File: src/design/sbqt_pkg.sv
// Package: types and constants of the semaphore queue table
`timescale 1ns / 1ps
package sbqt_pkg;
  localparam int MaxProcs = 32;
  localparam int ProcBits = 5;
  localparam int KeyBits  = 32;

  typedef logic [ProcBits-1:0] proc_t;
  typedef logic [KeyBits-1:0]  key_t;

  typedef enum logic [1:0] {
    CMD_INSERT = 2'd0,
    CMD_REMOVE = 2'd1,
    CMD_OUT    = 2'd2,
    CMD_HEAD   = 2'd3
  } cmd_t;

  typedef enum logic [1:0] {
    ST_OK       = 2'd0,
    ST_NO_FREE  = 2'd1,
    ST_INACTIVE = 2'd2,
    ST_NOT_QUED = 2'd3
  } status_t;

  typedef enum logic [3:0] {
    S_IDLE,
    S_SEARCH,
    S_DISPATCH,
    S_INS_TAIL,
    S_RD_DESC,
    S_HEAD_DONE,
    S_WALK_RD,
    S_WALK_CHK,
    S_FINISH
  } state_t;
endpackage

File: src/design/sbqt_ram.sv
// Generic single-port write, single-port registered read RAM
`timescale 1ns / 1ps
module sbqt_ram #(
  parameter int Width = 8,
  parameter int Depth = 32
) (
  input  logic                     clk,
  input  logic                     we,
  input  logic [$clog2(Depth)-1:0] waddr,
  input  logic [Width-1:0]         wdata,
  input  logic [$clog2(Depth)-1:0] raddr,
  output logic [Width-1:0]         rdata
);
  logic [Width-1:0] mem [Depth];

  // write and registered read
  always_ff @(posedge clk) begin
    if (we) begin
      mem[waddr] <= wdata;
    end
    rdata <= mem[raddr];
  end
endmodule

File: src/design/semaphore_blocked_queue_table.sv
// Flow: a duplicate insert or an out of an unqueued process goes straight to S_FINISH;
// otherwise a key search over the descriptor RAM, then dispatch and the queue update;
// out walks the queue one queued process after another.
// Throughput: one request at a time; busy is high from accept until the strobe cycle.
// Reset (rst_n low, synchronous) clears active and blocked marks and the sequencer; the
// receiver cannot stall, each result shows for one cycle.
`timescale 1ns / 1ps
module semaphore_blocked_queue_table import sbqt_pkg::*; (
  input  logic          clk,
  input  logic          rst_n,
  input  logic          start,
  output logic          busy,
  input  logic [1:0]    in_command,
  input  logic [31:0]   in_sem_address,
  input  logic [4:0]    in_proc_id,
  output logic          out_valid,
  output logic [1:0]    out_status,
  output logic          out_proc_valid,
  output logic [4:0]    out_result_proc
);
  state_t state_r, state_nxt;
  cmd_t   cmd_r, cmd_nxt;
  key_t   key_r, key_nxt;
  proc_t  p_r, p_nxt;
  proc_t  idx_r, idx_nxt;
  logic   found_r, found_nxt, free_r, free_nxt;
  proc_t  fd_r, fd_nxt, ff_r, ff_nxt;
  logic   srch_rd_r, srch_rd_nxt;
  proc_t  srch_d_r, srch_d_nxt;
  proc_t  cur_r, cur_nxt, prev_r, prev_nxt;
  logic   first_r, first_nxt;
  proc_t  tail_r, tail_nxt;
  logic   [MaxProcs-1:0] act_r, act_nxt, blk_r, blk_nxt;
  logic   [1:0] st_r, st_nxt;
  logic   pv_r, pv_nxt;
  proc_t  rp_r, rp_nxt;
  logic   ov_r, ov_nxt;

  // RAM ports
  logic  kw_we;  proc_t kw_a, kr_a;  key_t kw_d, kr_q;
  logic  hw_we;  proc_t hw_a, hr_a;  proc_t hw_d, hr_q;
  logic  tw_we;  proc_t tw_a, tr_a;  proc_t tw_d, tr_q;
  logic  nw_we;  proc_t nw_a, nr_a;  proc_t nw_d, nr_q;
  logic  pw_we;  proc_t pw_a, pr_a;  key_t pw_d, pr_q;

  sbqt_ram #(.Width(KeyBits), .Depth(MaxProcs)) u_key (.clk, .we(kw_we), .waddr(kw_a),
    .wdata(kw_d), .raddr(kr_a), .rdata(kr_q));
  sbqt_ram #(.Width(ProcBits), .Depth(MaxProcs)) u_head (.clk, .we(hw_we), .waddr(hw_a),
    .wdata(hw_d), .raddr(hr_a), .rdata(hr_q));
  sbqt_ram #(.Width(ProcBits), .Depth(MaxProcs)) u_tail (.clk, .we(tw_we), .waddr(tw_a),
    .wdata(tw_d), .raddr(tr_a), .rdata(tr_q));
  sbqt_ram #(.Width(ProcBits), .Depth(MaxProcs)) u_next (.clk, .we(nw_we), .waddr(nw_a),
    .wdata(nw_d), .raddr(nr_a), .rdata(nr_q));
  sbqt_ram #(.Width(KeyBits), .Depth(MaxProcs)) u_pkey (.clk, .we(pw_we), .waddr(pw_a),
    .wdata(pw_d), .raddr(pr_a), .rdata(pr_q));

  assign busy            = (state_r != S_IDLE);
  assign out_valid       = ov_r;
  assign out_status      = st_r;
  assign out_proc_valid  = pv_r;
  assign out_result_proc = rp_r;

  // control registers
  always_ff @(posedge clk) begin
    if (!rst_n) begin
      state_r <= S_IDLE;
      act_r   <= '0;
      blk_r   <= '0;
      ov_r    <= 1'b0;
    end else begin
      state_r <= state_nxt;
      act_r   <= act_nxt;
      blk_r   <= blk_nxt;
      ov_r    <= ov_nxt;
    end
  end

  // datapath registers
  always_ff @(posedge clk) begin
    cmd_r <= cmd_nxt;  key_r <= key_nxt;  p_r <= p_nxt;  idx_r <= idx_nxt;
    found_r <= found_nxt;  free_r <= free_nxt;  fd_r <= fd_nxt;  ff_r <= ff_nxt;
    srch_rd_r <= srch_rd_nxt;  srch_d_r <= srch_d_nxt;
    cur_r <= cur_nxt;  prev_r <= prev_nxt;  first_r <= first_nxt;
    tail_r <= tail_nxt;
    st_r <= st_nxt;  pv_r <= pv_nxt;  rp_r <= rp_nxt;
  end

  // sequencer: next state, RAM control and result
  always_comb begin
    state_nxt = state_r;  cmd_nxt = cmd_r;  key_nxt = key_r;  p_nxt = p_r;
    idx_nxt = idx_r;  found_nxt = found_r;  free_nxt = free_r;
    fd_nxt = fd_r;  ff_nxt = ff_r;  srch_rd_nxt = 1'b0;  srch_d_nxt = srch_d_r;
    cur_nxt = cur_r;  prev_nxt = prev_r;  first_nxt = first_r;
    tail_nxt = tail_r;
    act_nxt = act_r;  blk_nxt = blk_r;
    st_nxt = st_r;  pv_nxt = pv_r;  rp_nxt = rp_r;  ov_nxt = 1'b0;
    kw_we = 1'b0;  kw_a = '0;  kw_d = key_r;  kr_a = idx_r;
    hw_we = 1'b0;  hw_a = fd_r;  hw_d = p_r;  hr_a = fd_r;
    tw_we = 1'b0;  tw_a = fd_r;  tw_d = p_r;  tr_a = fd_r;
    nw_we = 1'b0;  nw_a = tail_r;  nw_d = p_r;  nr_a = cur_r;
    pw_we = 1'b0;  pw_a = p_r;  pw_d = key_r;  pr_a = in_proc_id;

    unique case (state_r)
      S_IDLE: begin
        if (start) begin
          cmd_nxt = cmd_t'(in_command);
          key_nxt = in_sem_address;
          p_nxt   = in_proc_id;
          st_nxt  = ST_OK;  pv_nxt = 1'b0;  rp_nxt = '0;
          idx_nxt = '0;  found_nxt = 1'b0;  free_nxt = 1'b0;
          if (cmd_t'(in_command) == CMD_INSERT && blk_r[in_proc_id]) begin
            state_nxt = S_FINISH;
          end else if (cmd_t'(in_command) == CMD_OUT && !blk_r[in_proc_id]) begin
            st_nxt = ST_NOT_QUED;
            state_nxt = S_FINISH;
          end else begin
            state_nxt = S_SEARCH;
          end
        end
      end
      // walk the descriptors, one key read a cycle, compare the one before
      S_SEARCH: begin
        srch_rd_nxt = 1'b1;
        srch_d_nxt  = idx_r;
        idx_nxt     = idx_r + 1'b1;
        if (srch_rd_r) begin
          if (!found_r && act_r[srch_d_r] && kr_q == key_r) begin
            found_nxt = 1'b1;  fd_nxt = srch_d_r;
          end
          if (!free_r && !act_r[srch_d_r]) begin
            free_nxt = 1'b1;  ff_nxt = srch_d_r;
          end
          if (srch_d_r == proc_t'(MaxProcs-1)) begin
            srch_rd_nxt = 1'b0;
            state_nxt = S_DISPATCH;
          end
        end
      end
      S_DISPATCH: begin
        if (!found_r) begin
          if (cmd_r == CMD_INSERT) begin
            if (!free_r) begin
              st_nxt = ST_NO_FREE;
            end else begin
              act_nxt[ff_r] = 1'b1;
              kw_we = 1'b1;  kw_a = ff_r;
              hw_we = 1'b1;  hw_a = ff_r;
              tw_we = 1'b1;  tw_a = ff_r;
              pw_we = 1'b1;  blk_nxt[p_r] = 1'b1;
            end
          end else begin
            st_nxt = ST_INACTIVE;
          end
          state_nxt = S_FINISH;
        end else begin
          state_nxt = S_RD_DESC;
        end
      end
      S_RD_DESC: begin
        // head and tail RAM outputs for fd now valid next cycle
        state_nxt = S_HEAD_DONE;
      end
      S_HEAD_DONE: begin
        tail_nxt = tr_q;
        if (cmd_r == CMD_INSERT) begin
          tail_nxt = tr_q;
          state_nxt = S_INS_TAIL;
        end else if (cmd_r == CMD_OUT) begin
          cur_nxt = hr_q;  first_nxt = 1'b1;
          state_nxt = S_WALK_RD;
        end else begin
          pv_nxt = 1'b1;  rp_nxt = hr_q;
          if (cmd_r == CMD_REMOVE) begin
            blk_nxt[hr_q] = 1'b0;
            if (tr_q == hr_q) begin
              act_nxt[fd_r] = 1'b0;
              state_nxt = S_FINISH;
            end else begin
              cur_nxt = hr_q;
              state_nxt = S_WALK_RD;
            end
          end else begin
            state_nxt = S_FINISH;
          end
        end
      end
      S_INS_TAIL: begin
        nw_we = 1'b1;  nw_a = tail_r;
        tw_we = 1'b1;  tw_a = fd_r;
        pw_we = 1'b1;  blk_nxt[p_r] = 1'b1;
        state_nxt = S_FINISH;
      end
      // read next pointer of cur
      S_WALK_RD: begin
        nr_a = cur_r;
        state_nxt = S_WALK_CHK;
      end
      S_WALK_CHK: begin
        if (cmd_r == CMD_REMOVE) begin
          hw_we = 1'b1;  hw_a = fd_r;  hw_d = nr_q;
          state_nxt = S_FINISH;
        end else if (cur_r == p_r) begin
          if (first_r && tail_r == cur_r) begin
            act_nxt[fd_r] = 1'b0;
          end else if (first_r) begin
            hw_we = 1'b1;  hw_d = nr_q;
          end else begin
            nw_we = 1'b1;  nw_a = prev_r;  nw_d = nr_q;
            if (tail_r == cur_r) begin
              tw_we = 1'b1;  tw_d = prev_r;
            end
          end
          blk_nxt[p_r] = 1'b0;
          pv_nxt = 1'b1;  rp_nxt = p_r;
          state_nxt = S_FINISH;
        end else if (tail_r == cur_r) begin
          st_nxt = ST_NOT_QUED;
          state_nxt = S_FINISH;
        end else begin
          prev_nxt = cur_r;  first_nxt = 1'b0;  cur_nxt = nr_q;
          state_nxt = S_WALK_RD;
        end
      end
      S_FINISH: begin
        ov_nxt = 1'b1;
        state_nxt = S_IDLE;
      end
      default: state_nxt = S_IDLE;
    endcase

    // out: take key from the process key RAM read issued at accept
    if (state_r == S_SEARCH && cmd_r == CMD_OUT && !srch_rd_r && idx_r == '0) begin
      key_nxt = pr_q;
    end
  end
endmodule

File: config.mk
export PLATFORM = sky130hd
export DESIGN_NAME = semaphore_blocked_queue_table
export DESIGN_NICKNAME = d
export VERILOG_FILES = /design/src/design/sbqt_pkg.sv /design/src/design/sbqt_ram.sv /design/src/design/semaphore_blocked_queue_table.sv
export SDC_FILE = /design/constraint.sdc
export NUM_CORES = 2
export LEC_CHECK = 0
export ABC_AREA = 1
export BUFFER_PORTS_ARGS = -buffer_cell sky130_fd_sc_hd__clkbuf_2
export CAP_MARGIN = 15
export CELL_PAD_IN_SITES_DETAIL_PLACEMENT = 1
export CELL_PAD_IN_SITES_GLOBAL_PLACEMENT = 2
export CORE_UTILIZATION = 47
export CTS_BUF_LIST = sky130_fd_sc_hd__clkbuf_8
export DETAILED_ROUTE_END_ITERATION = 8
export MAX_ROUTING_LAYER = met4
export PLACE_DENSITY_LB_ADDON = 0.1
export SYNTH_ARGS = -nofsm -noshare
export SYNTH_HDL_FRONTEND = slang
export SYNTH_SLANG_ARGS = --single-unit
export TNS_END_PERCENT = 20
File: constraint.sdc
create_clock -name clk -period 5.6 [get_ports clk]
set_input_delay 0.28 -clock clk [delete_from_list [all_inputs] [get_ports clk]]
set_output_delay 0.28 -clock clk [all_outputs]
set_load 0.02 [all_outputs]
==> results list <==
- The worst register-to-register path has a depth of 9.
- Number of global-route vias before repair: 74.66k
- Total Die Area: about 230000 µm²
- Worst path arrival time: 4930 ps
- The worst setup path is captured at a register.
- Synthesis inferred 2762 register bits.
- Counting instances, the worst hold path has a depth of 3.
* Total setup buffers inserted after CTS: 0
* Flop2flop setup slack: between 1000 and 1500 ps
- Worst Clk Skew: 77.52 ps
- After detailed routing, the number of vias per cell comes to 6.086.
- Horiz. Die Dim: 483.1 µm
* Most instantiated cells after synthesis: 2613 x sky130_fd_sc_hd__edfxtp_1, 1398 x sky130_fd_sc_hd__nor2_1, 1325 x sky130_fd_sc_hd__o21ai_0
- Cells after Synth: 8356
- Dividing the synthesized area by the synthesized cell count gives 13.02 µm².
- Relative slew slack: 0.1904
- For the worst-skew pair, the clock arrives at the later sink with an insertion delay of 1160 ps.
- Yosys printed 0 warnings.
- For this run, design rule violations remaining after detail routing come to 0.
- FILL cells: 22.83k
- The tool flagged a number of max-cap violations equal to 0.
- Before CTS, the worst setup slack after placement is about 1400 ps.
- Setup violations remaining at the end of the flow were counted as 0.
- For this run, the leading register cell type out of synthesis is sky130_fd_sc_hd__edfxtp_1.
* Number of synthesized flops with an enable pin: 2613
- Class of the tightest hold or removal check: input port to register
- The first global-routing pass estimated 507.9 mm of wire.
* Sequential fraction of design power: 0.484
- Share of power burned in combinational logic: 0.188
- For this configuration, the core starts out at a cell density of 0.4728.
* Sw frac: 0.3132
- Routed length on met1: roughly 150 mm
- The most common cell in the synthesized netlist is sky130_fd_sc_hd__edfxtp_1.
* Standard-cell row count: 176
- Summed over all layers, the routed wires come to around 350 mm.
- Largest driver fanout on the critical path: 22
* Required arrival time at the worst endpoint: around 6400 ps
- Number of antenna violations at the first check in global routing: 9
- Status: completed
- In the finished design, the share of the clock period the worst path needs comes to 0.7399.
- Final Critical Period: 4144 ps
- Sum of negative setup slack: 0 ps
* Share of the synthesized area in the top cell type: 0.7212
* Sequential-to-total area share from yosys stat: 0.7486
* Number of sinks handled by clock tree synthesis: 2762
- Global routing finished with a remaining overflow of 0.
- The netlist uses 49 different library cells.
- Number of buffers inserted during clock tree synthesis: ~470
- Psw: 15.89 mW
- Number of I/O port buffers: approximately 50
- In the final layout, the share of cells above drive strength 1 is 0.1101.
- Met2 routed wirelength: 165.9 mm
- Power per Cell Area: 415.8 nW/µm²
- Post-route antenna net violation count: 0
* Combined global-route utilization of all metal layers: 0.3033
- After the last flow step, the layout net total stands at 8612.
- Final instance count without filler cells: 11.96k
- Smallest setup slack after layout: 1456 ps
* Multi-input gate area in the final layout: 24860 µm²
* Asr flop ratio synth: 0
* Clk pwr share: 0.328
- In this run the standard cell core region covers 230100 µm².
* Slew at the pin with the worst max-slew slack: 1212 ps
- Clock transition time at the flip-flop clock pins of the worst setup and hold paths: 60 ps
* Layout Area Growth over Synthesis: 12.13%
- Largest net degree at the start of global routing: 171
* FF+latch area: 81450 µm²
- The clock passes through at most 4 buffers.
* Setup repair after global routing missed its margin: no
* H-Tree Depth: 5
* TritonCTS clock tree: built
- Internal power comes to 34.84 mW.
* Clock Tree Root: sky130_fd_sc_hd__clkbuf_8
- Fin Hold WS: 106.2 ps
- Cell leakage power: 39.99 nW
- Cell area after synthesis: roughly 110000 µm²
- The floorplan step set the die height to 483.1 µm.
* Synthesized net count: 8403
- Final count of pins violating max slew: 0
- I/O Pins: 52
- Detailed routing inserted a total of 72.81k vias.
* Fmax: 241.3 MHz
- VDD sags by at most between 0.3 and 0.4 mV.
- The worst setup path is launched from a register.
* Critical path type: register to register
* DP Wirelength: 195.0 mm
- For this run, the detailed router's first-pass iteration total came to 5.
* Number of hold-slack violations in the final timing report: 0
- In this run, the number of DRC markers left after iteration 0 of detailed routing was around 7.0k.
- The largest total area in the synthesized netlist belongs to sky130_fd_sc_hd__edfxtp_1.
- Wire segments on met3 add up to 21.07 mm in the final route.
* Uppermost layer routed: met4
- Final weighted congestion in routability-driven placement: 0.8406
- Inst Count DP: approximately 11k
- Top post-synthesis cells by area: sky130_fd_sc_hd__edfxtp_1 72%, sky130_fd_sc_hd__o21ai_0 6.1%, sky130_fd_sc_hd__nor2_1 4.8%
- Dividing the detail-routed wire length by the instance count gives 29.19 µm.
-- per-stage QoR --
step / instance area, µm² / power, mW / utilization
6_report: 122000 / 50.73 / 0.5301
5_1_grt: 122000 / 52.60 / 0.5301
4_1_cts: 122000 / 51.01 / 0.5301
3_5_place_dp: 113000 / 34.46 / 0.4912
3_3_place_gp: 113000 / 34.25 / 0.4909
2_1_floorplan: 108800 / 30.32 / -
-- registers in the layout, indices dropped and copies added (netlist names), 32 cells and up --
name          count
act_r            32
blk_r            32
key_r            32
u_head.mem      160
u_key.mem      1024
u_key.rdata      32
u_next.mem      160
u_pkey.mem     1024
u_pkey.rdata     32
u_tail.mem      160
-- logic make-up (layout without fill, tap and decap cells) --
| family | count (synthesis) | after routing | share of synthesized area |
|---|---|---|---|
| AOI/OAI and AO/OA | 2451 | 2451 | 0.1331 |
| xor gates and xnor gates | 22 | 22 | 0.001771 |
| adders and majority gates | 5 | 5 | 0.0005750 |
| buffers and inverters | 791 | 1371 | 0.02829 |
| DFF | 2762 | 2762 | 0.7486 |
| muxes | 40 | 40 | 0.004048 |
| other | 0 | 1 | 0 |
| and+or+nand+nor | 2285 | 2285 | 0.08356 |
-- layer usage --
metal | GRT usage | up-vias
li1 | - | 31850
met1 | 0.4131 | 37980
met2 | 0.4744 | 2446
met3 | 0.04442 | 540
met4 | 0.08882 | 0
met5 | - | -
-- cell type report --
class / count / share of cell area
diodes: 1 / 0.00002051
flip-flops and latches: 2762 / 0.6677
repair buffers: 307 / 0.02088
inverters: 222 / 0.007159
well taps: 3026 / 0.03104
multi-input cells: 4803 / 0.2038
clock buffers: 504 / 0.05686
clock inverters: 338 / 0.01256
-- worst max-delay path, cell delays in order, from the launching register on --
cell,delay [ps]
sky130_fd_sc_hd__edfxtp_1,410
sky130_fd_sc_hd__inv_1,120
sky130_fd_sc_hd__ha_1,310
sky130_fd_sc_hd__nand2_1,200
sky130_fd_sc_hd__nor3_4,560
sky130_fd_sc_hd__inv_2,380
sky130_fd_sc_hd__nor2_1,330
sky130_fd_sc_hd__nand2_1,310
sky130_fd_sc_hd__nor2_4,820
sky130_fd_sc_hd__buf_4,350
-- power groups by stage --
stage / combinational, mW / clock, mW / sequential, mW
after floorplan: 5.12 / 0 / 25.2
after global placement: 9.30 / 0 / 24.9
after detailed placement: 9.52 / 0 / 24.9
after CTS: 9.56 / 16.9 / 24.5
after global routing: 10.3 / 17.8 / 24.5
final: 9.55 / 16.6 / 24.5
-- worst paths after layout --
path | from | end
max | cmd_r[0]$_DFFE_PP_ | u_key.mem[2][18]$_DFFE_PP_
min | in_sem_address[19] | key_r[19]$_DFFE_PP_
max reg2reg | cmd_r[0]$_DFFE_PP_ | u_key.mem[2][18]$_DFFE_PP_
min reg2reg | u_tail.rdata[1]$_DFF_P_ | tail_r[1]$_DFFE_PP_
-- what timing repair did --
item | in CTS | in global routing
endpoints found under the hold margin | 121 | 0
gates resized for setup | 0 | 0
hold buffers | 48 | 0
-- cells in the final DEF, fill, tap and decap left out, types with 10 or more instances in the layout --
master	synthesis	routed
sky130_fd_sc_hd__a2111oi_0	10	10
sky130_fd_sc_hd__a211oi_1	35	35
sky130_fd_sc_hd__a21oi_1	197	197
sky130_fd_sc_hd__a221oi_1	32	32
sky130_fd_sc_hd__a22oi_1	168	168
sky130_fd_sc_hd__a31oi_1	43	43
sky130_fd_sc_hd__a32oi_1	35	35
sky130_fd_sc_hd__buf_12	0	18
sky130_fd_sc_hd__buf_4	1	190
sky130_fd_sc_hd__clkbuf_2	0	48
sky130_fd_sc_hd__clkbuf_8	0	505
sky130_fd_sc_hd__clkinv_1	3	101
sky130_fd_sc_hd__clkinv_2	0	50
sky130_fd_sc_hd__dfxtp_1	149	149
sky130_fd_sc_hd__dlygate4sd3_1	0	48
sky130_fd_sc_hd__edfxtp_1	2613	2613
sky130_fd_sc_hd__inv_1	208	379
sky130_fd_sc_hd__mux2_2	32	32
sky130_fd_sc_hd__nand2_1	595	593
sky130_fd_sc_hd__nand3_1	180	178
sky130_fd_sc_hd__nand4_1	43	43
sky130_fd_sc_hd__nor2_1	1398	1347
sky130_fd_sc_hd__nor2_4	3	53
sky130_fd_sc_hd__nor3_1	40	20
sky130_fd_sc_hd__nor3_2	0	20
sky130_fd_sc_hd__nor4_1	11	11
sky130_fd_sc_hd__o211ai_1	27	27
sky130_fd_sc_hd__o21ai_0	1325	1311
sky130_fd_sc_hd__o21ai_2	1	11
sky130_fd_sc_hd__o221ai_1	220	220
sky130_fd_sc_hd__o22ai_1	343	342
sky130_fd_sc_hd__xor2_1	18	18
No activity file was read; power rests on OpenSTA's default activity.
